===== config.mk =====
export PLATFORM = sky130hd
export DESIGN_NAME = ctc_div_unit
export DESIGN_NICKNAME = d
export VERILOG_FILES = /design/src/sv/ctc_pkg.sv /design/src/sv/ctc_div_unit.sv
export SDC_FILE = /design/constraint.sdc
export NUM_CORES = 1
export LEC_CHECK = 0
export ABC_AREA = 1
export BUFFER_PORTS_ARGS = -buffer_cell sky130_fd_sc_hd__clkbuf_2
export CORE_MARGIN = 2
export CORE_UTILIZATION = 55
export DETAILED_ROUTE_END_ITERATION = 8
export GPL_ROUTABILITY_DRIVEN = 0
export PLACE_DENSITY_LB_ADDON = 0.15
export SETUP_SLACK_MARGIN = 0.5
export SLEW_MARGIN = 20
export SYNTH_ARGS = -nofsm -noshare
export SYNTH_HDL_FRONTEND = slang
export SYNTH_SLANG_ARGS = --single-unit

===== constraint.sdc =====
create_clock -name aclk -period 2.3 [get_ports aclk]
set_clock_uncertainty 0.1 [all_clocks]
set_input_delay 0.575 -clock aclk [delete_from_list [all_inputs] [get_ports aclk]]
set_output_delay 0.575 -clock aclk [all_outputs]
set_load 0.05 [all_outputs]

===== src/sv/ctc_pkg.sv =====
package ctc_pkg;

    typedef enum logic [2:0] {
        ST_LOAD,
        ST_PASS,
        ST_DRAIN,
        ST_DIV,
        ST_OUT
    } ctc_state_t;

    localparam logic [16:0] LOG2E_Q16 = 17'd94548;
    localparam logic signed [15:0] SCORE_MIN = 16'sh8000;
    localparam int DIV_STEPS = 33;
    localparam int SYM_W = 13;
    localparam int CONF_W = 16;

    // 2^(-k/16) in Q16 for k = 0..16.
    function automatic logic [16:0] pow2_lut(input logic [4:0] k);
        logic [16:0] v;
        case (k)
            5'd0:    v = 17'd65536;
            5'd1:    v = 17'd62757;
            5'd2:    v = 17'd60097;
            5'd3:    v = 17'd57549;
            5'd4:    v = 17'd55109;
            5'd5:    v = 17'd52773;
            5'd6:    v = 17'd50535;
            5'd7:    v = 17'd48393;
            5'd8:    v = 17'd46341;
            5'd9:    v = 17'd44376;
            5'd10:   v = 17'd42495;
            5'd11:   v = 17'd40693;
            5'd12:   v = 17'd38968;
            5'd13:   v = 17'd37316;
            5'd14:   v = 17'd35734;
            5'd15:   v = 17'd34219;
            5'd16:   v = 17'd32768;
            default: v = 17'd0;
        endcase
        return v;
    endfunction

endpackage


===== src/sv/ctc_div_unit.sv =====
module ctc_div_unit
    import ctc_pkg::*;
#(
    parameter int SUMW = 30
) (
    input  logic            aclk,
    input  logic            aresetn,
    input  logic            start,
    input  logic [SUMW-1:0] divisor,
    output logic            done,
    output logic [15:0]     quotient
);

    logic            busy_reg;
    logic            done_reg;
    logic [5:0]      cnt_reg;
    logic [SUMW:0]   rem_reg;
    logic [16:0]     q_reg;
    logic [SUMW-1:0] div_reg;

    logic [SUMW:0] rem_sh;
    logic          ge;

    // Dividend is 2^32: a one followed by 32 zero bits.
    assign rem_sh = {rem_reg[SUMW-1:0], (cnt_reg == 6'd0)};
    assign ge     = rem_sh >= {1'b0, div_reg};

    always_ff @(posedge aclk) begin
        if (!aresetn) begin
            busy_reg <= 1'b0;
            done_reg <= 1'b0;
            cnt_reg  <= '0;
        end else begin
            done_reg <= 1'b0;
            if (start) begin
                busy_reg <= 1'b1;
                cnt_reg  <= '0;
            end else if (busy_reg) begin
                cnt_reg <= cnt_reg + 6'd1;
                if (cnt_reg == 6'(DIV_STEPS - 1)) begin
                    busy_reg <= 1'b0;
                    done_reg <= 1'b1;
                end
            end
        end
    end

    always_ff @(posedge aclk) begin
        if (start) begin
            rem_reg <= '0;
            q_reg   <= '0;
            div_reg <= divisor;
        end else if (busy_reg) begin
            rem_reg <= ge ? (rem_sh - {1'b0, div_reg}) : rem_sh;
            q_reg   <= {q_reg[15:0], ge};
        end
    end

    assign done     = done_reg;
    assign quotient = q_reg[16] ? 16'hFFFF : q_reg[15:0];

endmodule


Word level (Yosys, flattened, before mapping):

Cells that the tools add are included.

* add/sub/neg operators: 2
* multiply operators: 0
* div/mod/pow operators: 0
* magnitude comparators: 1
* equal/unequal tests: 1
* shifts and indexed selects: 0
* muxes and demuxes: 6
* bitwise operators: 2
* reduce and logical (&&, ||, !) cells: 3

Operators by type and width (count)
* 31-bit by 30-bit >= comparator with 1-bit output: 1
* 30-bit 2-to-1 mux: 1
* 30-bit subtractor: 1
* 16-bit 2-to-1 mux: 1
* 6-bit by 1-bit adder with 6-bit output (second input constant): 1
* 6-bit == test (second input constant): 1
* 6-bit zero test: 1
* 1-bit 2-to-1 mux: 4
* 3-bit OR reduction: 1
* 1-bit inverter: 2
* 2-bit OR reduction: 1

* flip-flop bits (word level): 85
* bits in latches: 0
* RAM bits: 0
* ROM bits: 0
* output and inout bits: 17
* word-level logic and storage cells: 21
* memories: 0

Depth between registers and ports, before layout:

Gate-level depths: netlist of the first run.

* depth after elaboration: 4
* gate-level depth with buffers: 22
* depth with buffers taken out: 22

Worst setup path after synthesis of the first run:

Ideal clock, no wire load.

* kind: register to register
* start: register cnt_reg[0]
* end: register rem_reg[28]
* setup time: 109 ps
* arrival time: 2206 ps
* data required time: 2091 ps
* slack: -115 ps
* cell stages (with the launch flop): 23
* clock period less this slack: 2415 ps
* path through: dfxtp_1 > inv_1 > ha_1 > nand2_1 > nor3_1 > inv_1 > ha_1 > inv_1 > fa_1 > nand2_1 > nand3_1 > nand3_1 > nand2_1 > nand2_1 > nand2_1 > nand2_1 > nand2_1 > nand2_1 > nand2_1 > nand2_1 > nand3_1 > nand2_1 > inv_1

* longest elaborated chain between the ends: 3
* elaborated cells on any way between the ends: 4

Ends and longest elaborated chain
* start, declared: line ctc_div_unit.sv:16 `logic [5:0] cnt_reg;`
* start signal, assigned: line ctc_div_unit.sv:39 `cnt_reg <= cnt_reg + 6'd1;`
* 6-bit zero test (*): line ctc_div_unit.sv:25 `assign rem_sh = {rem_reg[SUMW-1:0], (cnt_reg == 6'd0)};`
* 30-bit subtractor / 31-bit by 30-bit >= comparator with 1-bit output (equally long branches): line ctc_div_unit.sv:54, ctc_div_unit.sv:26
* 30-bit 2-to-1 mux (*): line ctc_div_unit.sv:54 `rem_reg <= ge ? (rem_sh - {1'b0, div_reg}) : rem_sh;`
* end signal, assigned: line ctc_div_unit.sv:54
* end, declared: line ctc_div_unit.sv:17 `logic [SUMW:0] rem_reg;`

Mark *: on every way between the ends. The rest lies on a longest branch, timed or not.
A chain may end at the register's enable or synchronous reset.

Worst setup path in the final report of the first run:

* start: register div_reg[8]
* end: register rem_reg[7]

* longest elaborated chain between the ends: 2

Ends and longest elaborated chain
* start, declared: line ctc_div_unit.sv:19 `logic [SUMW-1:0] div_reg;`
* start signal, assigned: line ctc_div_unit.sv:52 `div_reg <= divisor;`
* 31-bit by 30-bit >= comparator with 1-bit output: line ctc_div_unit.sv:26 `assign ge = rem_sh >= {1'b0, div_reg};`
* 30-bit 2-to-1 mux: line ctc_div_unit.sv:54

No other way between the ends.

==> results.json, run 1 <==
{
  "status": "finished, violations left",
  "violations": "negative setup slack",
  "use_met3": 0.0827,
  "seq_power_share": 0.437,
  "grt_max_degree": 52,
  "stdcell_count": 1232,
  "final_nets": 1158,
  "antenna_left": 0,
  "cts_tree": "built",
  "wirelength_um": 20000,
  "cp-start-kind": "flop",
  "pre_cts_ws_ns": -0.420,
  "regToRegEndpoint": "rem_reg[7]",
  "synth_top_area_share": 0.193,
  "cpPeakStageDelay_ns": 0.35,
  "min_to": "div_reg[6]",
  "root_buffer": "clkbuf_8",
  "fin_crit_ns": 2.57,
  "start_util": 0.564,
  "clock_path_buffers": 2,
  "cts_buffers": 9,
  "hold_ws_ns": 0.265,
  "rsz0062_at_grt": "yes",
  "core_mm2": 0.0103,
  "clock_latency_ns": 0.38,
  "power_frac_comb": 0.286,
  "power.density_mw_per_mm2": 450,
  "cp_max_fo": 5,
  "hold_buffers": 0,
  "post_drt_wl_per_cell_um": 16.3,
  "final_cell_mix": "267 x nand2_1, 156 x inv_1, 142 x buf_4",
  "crit_slowest_cell": "edfxtp_1",
  "critical_path_class": "flop to flop",
  "antenna_found_initial": 0,
  "yosys.area.top_type": "nand2_1",
  "cp_num_buf_inv": 6,
  "htreeDepth": 3,
  "antenna_cells": 0,
  "cp_top_family": "simple AND/OR/NAND/NOR gates",
  "synth_nets": 951,
  "vias_per_cell": 5.44,
  "layout_commonest_cell": "nand2_1",
  "fin_ws_ns": -0.274,
  "detail_route.iter0.violations": 602,
  "peakVddDrop_mv": 0.425,
  "cts_num_sinks": 85,
  "p_int_mw": 2.58,
  "num_io_pins": 50,
  "port_buffers": 49,
  "grt-busiest-layer": "met2",
  "firstDrtPassIters": 6,
  "synthCells": 884,
  "syn_to_final_growth_pct": 46.3,
  "relSlewSlack": 0.620,
  "worst_slew_pin_slew_ns": 0.570,
  "drive_gt1_frac": 0.322,
  "hold_start": "divisor[6]",
  "swShare": 0.324,
  "fp.dieW_um": 107,
  "avgSynthCellArea_um2": 6.55,
  "track_usage": 0.343,
  "period_share": 1.12,
  "regToRegSetupSlack_ns": -0.27,
  "drc_errors": 0,
  "dr_total_vias": 6699,
  "cp.arrival_ns": 2.80,
  "hpwl_um": 12000,
  "grt-ovfl-total": 0,
  "grt_pass1_vias": 6672,
  "die_area_mm2": 0.0114,
  "yosysWarnings": 0,
  "p_leak_nw": 4.71,
  "p_sw_mw": 1.23,
  "synth_area_mm2": 0.00579,
  "power_frac_clock": 0.278,
  "slew_viol_final": 0,
  "rows": 37,
  "crit_chain": "inv_1 > ha_1 > nand2_1 > nor2_1 > inv_1 > nor2_1 > nand2_2 > nand2_2 > nand2_2 > nand3_4 > buf_8 > buf_12 > buf_16 > nand3_1 > nand3_1 > nand2_1 > inv_1",
  "critPathRequiredTime_ns": 2.53,
  "grt_pass1_wl_um": 30900,
  "yosysUniqueCellTypes": 38,
  "fmax_ghz": 0.389,
  "clk_pin_slew_ns": 0.10,
  "fill_cells": 618,
  "cap_violations": 0,
  "endpoint_kind": "flop",
  "ys_seq_area_frac": 0.346,
  "r2r-start": "div_reg[8]",
  "met2_usage": 0.609,
  "synth_area_leaders": "nand2_1 19%, dfxtp_1 19%, edfxtp_1 16%",
  "hold_path.class": "input port to flop",
  "setup_viol_count_final": 31,
  "die_h_um": 107,
  "grtUsageMet1": 0.397,
  "ys_ff_latch": 85,
  "hold_viol": 0,
  "placed_cells": 1185,
  "r2r_cells": 17,
  "whs_path_depth": 1
}
synth_stat cells (all sizes together):
master and n:
buf 10, nor3 10, edfxtp 30, and2 5
nor2 74, a211oi 2, dfxtp 55, nand3b 3
xnor2 1, inv 166, ha 33, fa 1
nor4 1, or2 17, nand2 315, a21boi 1
clkinv 2, o21bai 4, xor2 14, nand4 9
a21oi 23, nor3b 2, nand3 76, and3 1
clkbuf 11, o21ai 18
layout make-up:
cell class / count / area (µm²) / share of cell area
sequential: 85 / 2010 / 0.237
timing repair buffer: 215 / 2010 / 0.237
clock buffer: 11 / 141 / 0.0167
clock inverter: 5 / 42.5 / 0.00502
tap: 136 / 170 / 0.0201
timing repair inverter: 1 / 6.26 / 0.000738
inverter: 168 / 638 / 0.0753
multi-input combinational: 611 / 3450 / 0.408
logic make-up after synthesis:
group	after synthesis	share of synthesized area
compound gates	48	0.0473
xor+xnor	15	0.0227
fa+ha+maj	34	0.0747
buf+inv	189	0.130
flops	85	0.346
simple gates	513	0.380
per-stage QoR:
step	utilization	cell area, µm²	total power [mW]	setup TNS (ns)
2_1_floorplan	-	5840	2.16	0
3_3_place_gp	0.696	7160	2.43	-8.51
3_5_place_dp	0.696	7160	2.45	-11.26
4_1_cts	0.805	8270	3.73	-2.15
5_1_grt	0.824	8470	3.93	-11.92
6_report	0.824	8470	3.81	-6.49
worst max-delay path by stage:
stage	startpoint	to	cells after the start
after global placement	cnt_reg[0]	rem_reg[24]	20
final	div_reg[8]	rem_reg[7]	17
after detailed placement	cnt_reg[1]	rem_reg[5]	20
after global routing	div_reg[8]	rem_reg[7]	17
after floorplan	cnt_reg[0]	rem_reg[28]	22
after CTS	cnt_reg[1]	rem_reg[18]	20
timing repair:
action,in CTS,in global routing
buffers inserted,24,1
endpoints found under the setup margin,47,48
cloned,5,1
pin swaps,46,15
resized for setup,128,40
power groups by stage:
stage | combinational, mW | sequential [mW] | clock (mW)
2_1_floorplan | 0.472 | 1.69 | 0
3_3_place_gp | 0.739 | 1.69 | 0
3_5_place_dp | 0.752 | 1.70 | 0
4_1_cts | 1.01 | 1.66 | 1.05
5_1_grt | 1.15 | 1.67 | 1.11
6_report | 1.09 | 1.66 | 1.06
layer usage:
layer,up-vias,wire length (µm)
li1,3122,-
met1,3081,7480
met2,389,9720
met3,107,1850
met4,0,969
met5,-,0
(Power assumes the default switching activity.)
==> inputs of run 2 (changes only) <==
--- a/config.mk
+++ b/config.mk
@@ -8,7 +8,7 @@
 export ABC_AREA = 1
 export BUFFER_PORTS_ARGS = -buffer_cell sky130_fd_sc_hd__clkbuf_2
 export CORE_MARGIN = 2
-export CORE_UTILIZATION = 55
+export CORE_UTILIZATION = 60
 export DETAILED_ROUTE_END_ITERATION = 8
 export GPL_ROUTABILITY_DRIVEN = 0
 export PLACE_DENSITY_LB_ADDON = 0.15
==> constraint.sdc (replaced) <==
create_clock -name aclk -period 2.85 [get_ports aclk]
set_clock_uncertainty 0.1 [all_clocks]
set_input_delay 0.7125 -clock aclk [delete_from_list [all_inputs] [get_ports aclk]]
set_output_delay 0.7125 -clock aclk [all_outputs]
set_load 0.05 [all_outputs]
==> run 2 against run 1 <==
Effect of this change: the flow now finishes without violations; clock-buffer cell count unchanged; die area decreased by 8.0%; combinational power decreased by 44%; first-iteration DRC count increased by 5.6%; core utilization decreased by 4.4 points; critical path type unchanged; critical endpoint is now rem_reg[10]; highest routed layer unchanged.
==> results.json, run 2 (same netlist as run 1, synthesis figures left out) <==
{
  "grt-ovfl-total": 0,
  "power_frac_clock": 0.337,
  "drive_gt1_frac": 0.263,
  "grt_pass1_wl_um": 26600,
  "track_usage": 0.329,
  "cp-start-kind": "flop",
  "finalSetupTns_ns": 0,
  "layout_commonest_cell": "nand2_1",
  "hold_path.class": "input port to flop",
  "core_mm2": 0.00928,
  "hold_ws_ns": 0.392,
  "final_nets": 1030,
  "cts_tree": "built",
  "drc_errors": 0,
  "worst_slew_pin_slew_ns": 0.613,
  "seq_power_share": 0.457,
  "p_sw_mw": 0.933,
  "rows": 35,
  "post_drt_wl_per_cell_um": 15.8,
  "antenna_cells": 0,
  "power.density_mw_per_mm2": 406,
  "detail_route.iter0.violations": 636,
  "htreeDepth": 3,
  "hpwl_um": 10400,
  "cp.arrival_ns": 2.71,
  "firstDrtPassIters": 6,
  "power_frac_comb": 0.206,
  "hold_start": "divisor[9]",
  "fmax_ghz": 0.398,
  "rsz0062_at_grt": "yes",
  "min_to": "div_reg[9]",
  "grt_max_degree": 52,
  "hold_buffers": 0,
  "dr_total_vias": 6093,
  "cap_violations": 0,
  "grt_pass1_vias": 5767,
  "p_int_mw": 2.01,
  "num_io_pins": 50,
  "cts_num_sinks": 85,
  "die_h_um": 102,
  "multi_input_area_mm2": 0.00353,
  "period_share": 0.882,
  "r2r-start": "cnt_reg[1]",
  "start_util": 0.624,
  "seq_area_mm2": 0.00201,
  "critical_path_class": "flop to flop",
  "fp.dieW_um": 102,
  "hold_viol": 0,
  "setup_viol_count_final": 0,
  "antenna_found_initial": 0,
  "p_leak_nw": 4.15,
  "regToRegSetupSlack_ns": 0.34,
  "cp_max_fo": 3,
  "antenna_left": 0,
  "cts_buffers": 9,
  "clock_path_buffers": 2,
  "relSlewSlack": 0.592,
  "vias_per_cell": 5.55,
  "regToRegEndpoint": "rem_reg[10]",
  "peakVddDrop_mv": 0.373,
  "wirelength_um": 17300,
  "critPathRequiredTime_ns": 3.05,
  "port_buffers": 49,
  "swShare": 0.317,
  "r2r_cells": 17,
  "clk_pin_slew_ns": 0.10,
  "placed_cells": 1047,
  "root_buffer": "clkbuf_8",
  "stdcell_count": 1097,
  "syn_to_final_growth_pct": 25.1,
  "fin_crit_ns": 2.51,
  "whs_path_depth": 1,
  "status": "finished, final reports clean",
  "die_area_mm2": 0.0105,
  "endpoint_kind": "flop",
  "final_cell_mix": "253 x nand2_1, 158 x inv_1, 63 x nor2_1",
  "fill_cells": 673,
  "clock_latency_ns": 0.39,
  "slew_viol_final": 0
}
==> run 2: timing repair <==
action                                  CTS  global route
buffers inserted                         20             9
resized for setup                        46            98
endpoints found under the setup margin   31            36
pin swaps                                26            34
cloned                                    4             1
==> run 2: cell type report <==
cell class / count / area share
Tap cell: 129 / 0.0223
Timing Repair Buffer: 87 / 0.0896
Inverter: 168 / 0.0888
Clock inverter: 5 / 0.00967
Sequential cell: 85 / 0.277
Multi-Input combinational cell: 611 / 0.488
Timing Repair inverter: 1 / 0.00224
Clock buffer: 11 / 0.0224
==> run 2: routing by layer <==
metal	vias up	wire (µm)	track usage
li1	2871	-	-
met1	2805	6750	0.410
met2	326	8120	0.544
met3	91	1630	0.0746
met4	0	791	0.150
met5	-	0	0
==> run 2: worst max-delay path: stages, from the launching register on <==
cell and delay [ns]:
dfxtp_2 0.35, inv_2 0.05, ha_4 0.16, nand2_4 0.06, nor3_4 0.04, inv_2 0.09, ha_4 0.13, inv_2 0.03
fa_2 0.35, buf_4 0.16, nand4_1 0.08, nand3b_1 0.20, buf_4 0.20, xor2_1 0.13, nand3_1 0.08, nand3_1 0.08
nand2_1 0.06, inv_1 0.04
==> run 2: worst max-delay path by stage <==
stage,slack [ns],end,startpoint
after floorplan,0.51,rem_reg[28],cnt_reg[0]
after global placement,0.14,rem_reg[18],cnt_reg[0]
after detailed placement,-0.04,rem_reg[29],cnt_reg[0]
after CTS,0.41,rem_reg[10],cnt_reg[1]
after global routing,0.16,rem_reg[7],div_reg[20]
final,0.34,rem_reg[10],cnt_reg[1]
==> run 2: per-stage QoR <==
stage	worst slack (ns)	utilization	cell area (µm²)	power [mW]
final	0.336	0.780	7250	2.94
after global routing	0.156	0.780	7250	3.04
after CTS	0.408	0.730	6780	2.89
after detailed placement	-0.0403	0.661	6130	1.86
after global placement	0.138	0.661	6130	1.85
after floorplan	0.505	-	5800	1.74
==> run 2: power by group through the flow <==
stage	sequential [mW]	clock [mW]	combinational (mW)
3_3_place_gp	1.37	0	0.485
3_5_place_dp	1.37	0	0.493
2_1_floorplan	1.36	0	0.377
5_1_grt	1.35	1.04	0.649
4_1_cts	1.34	1.00	0.542
6_report	1.34	0.991	0.606
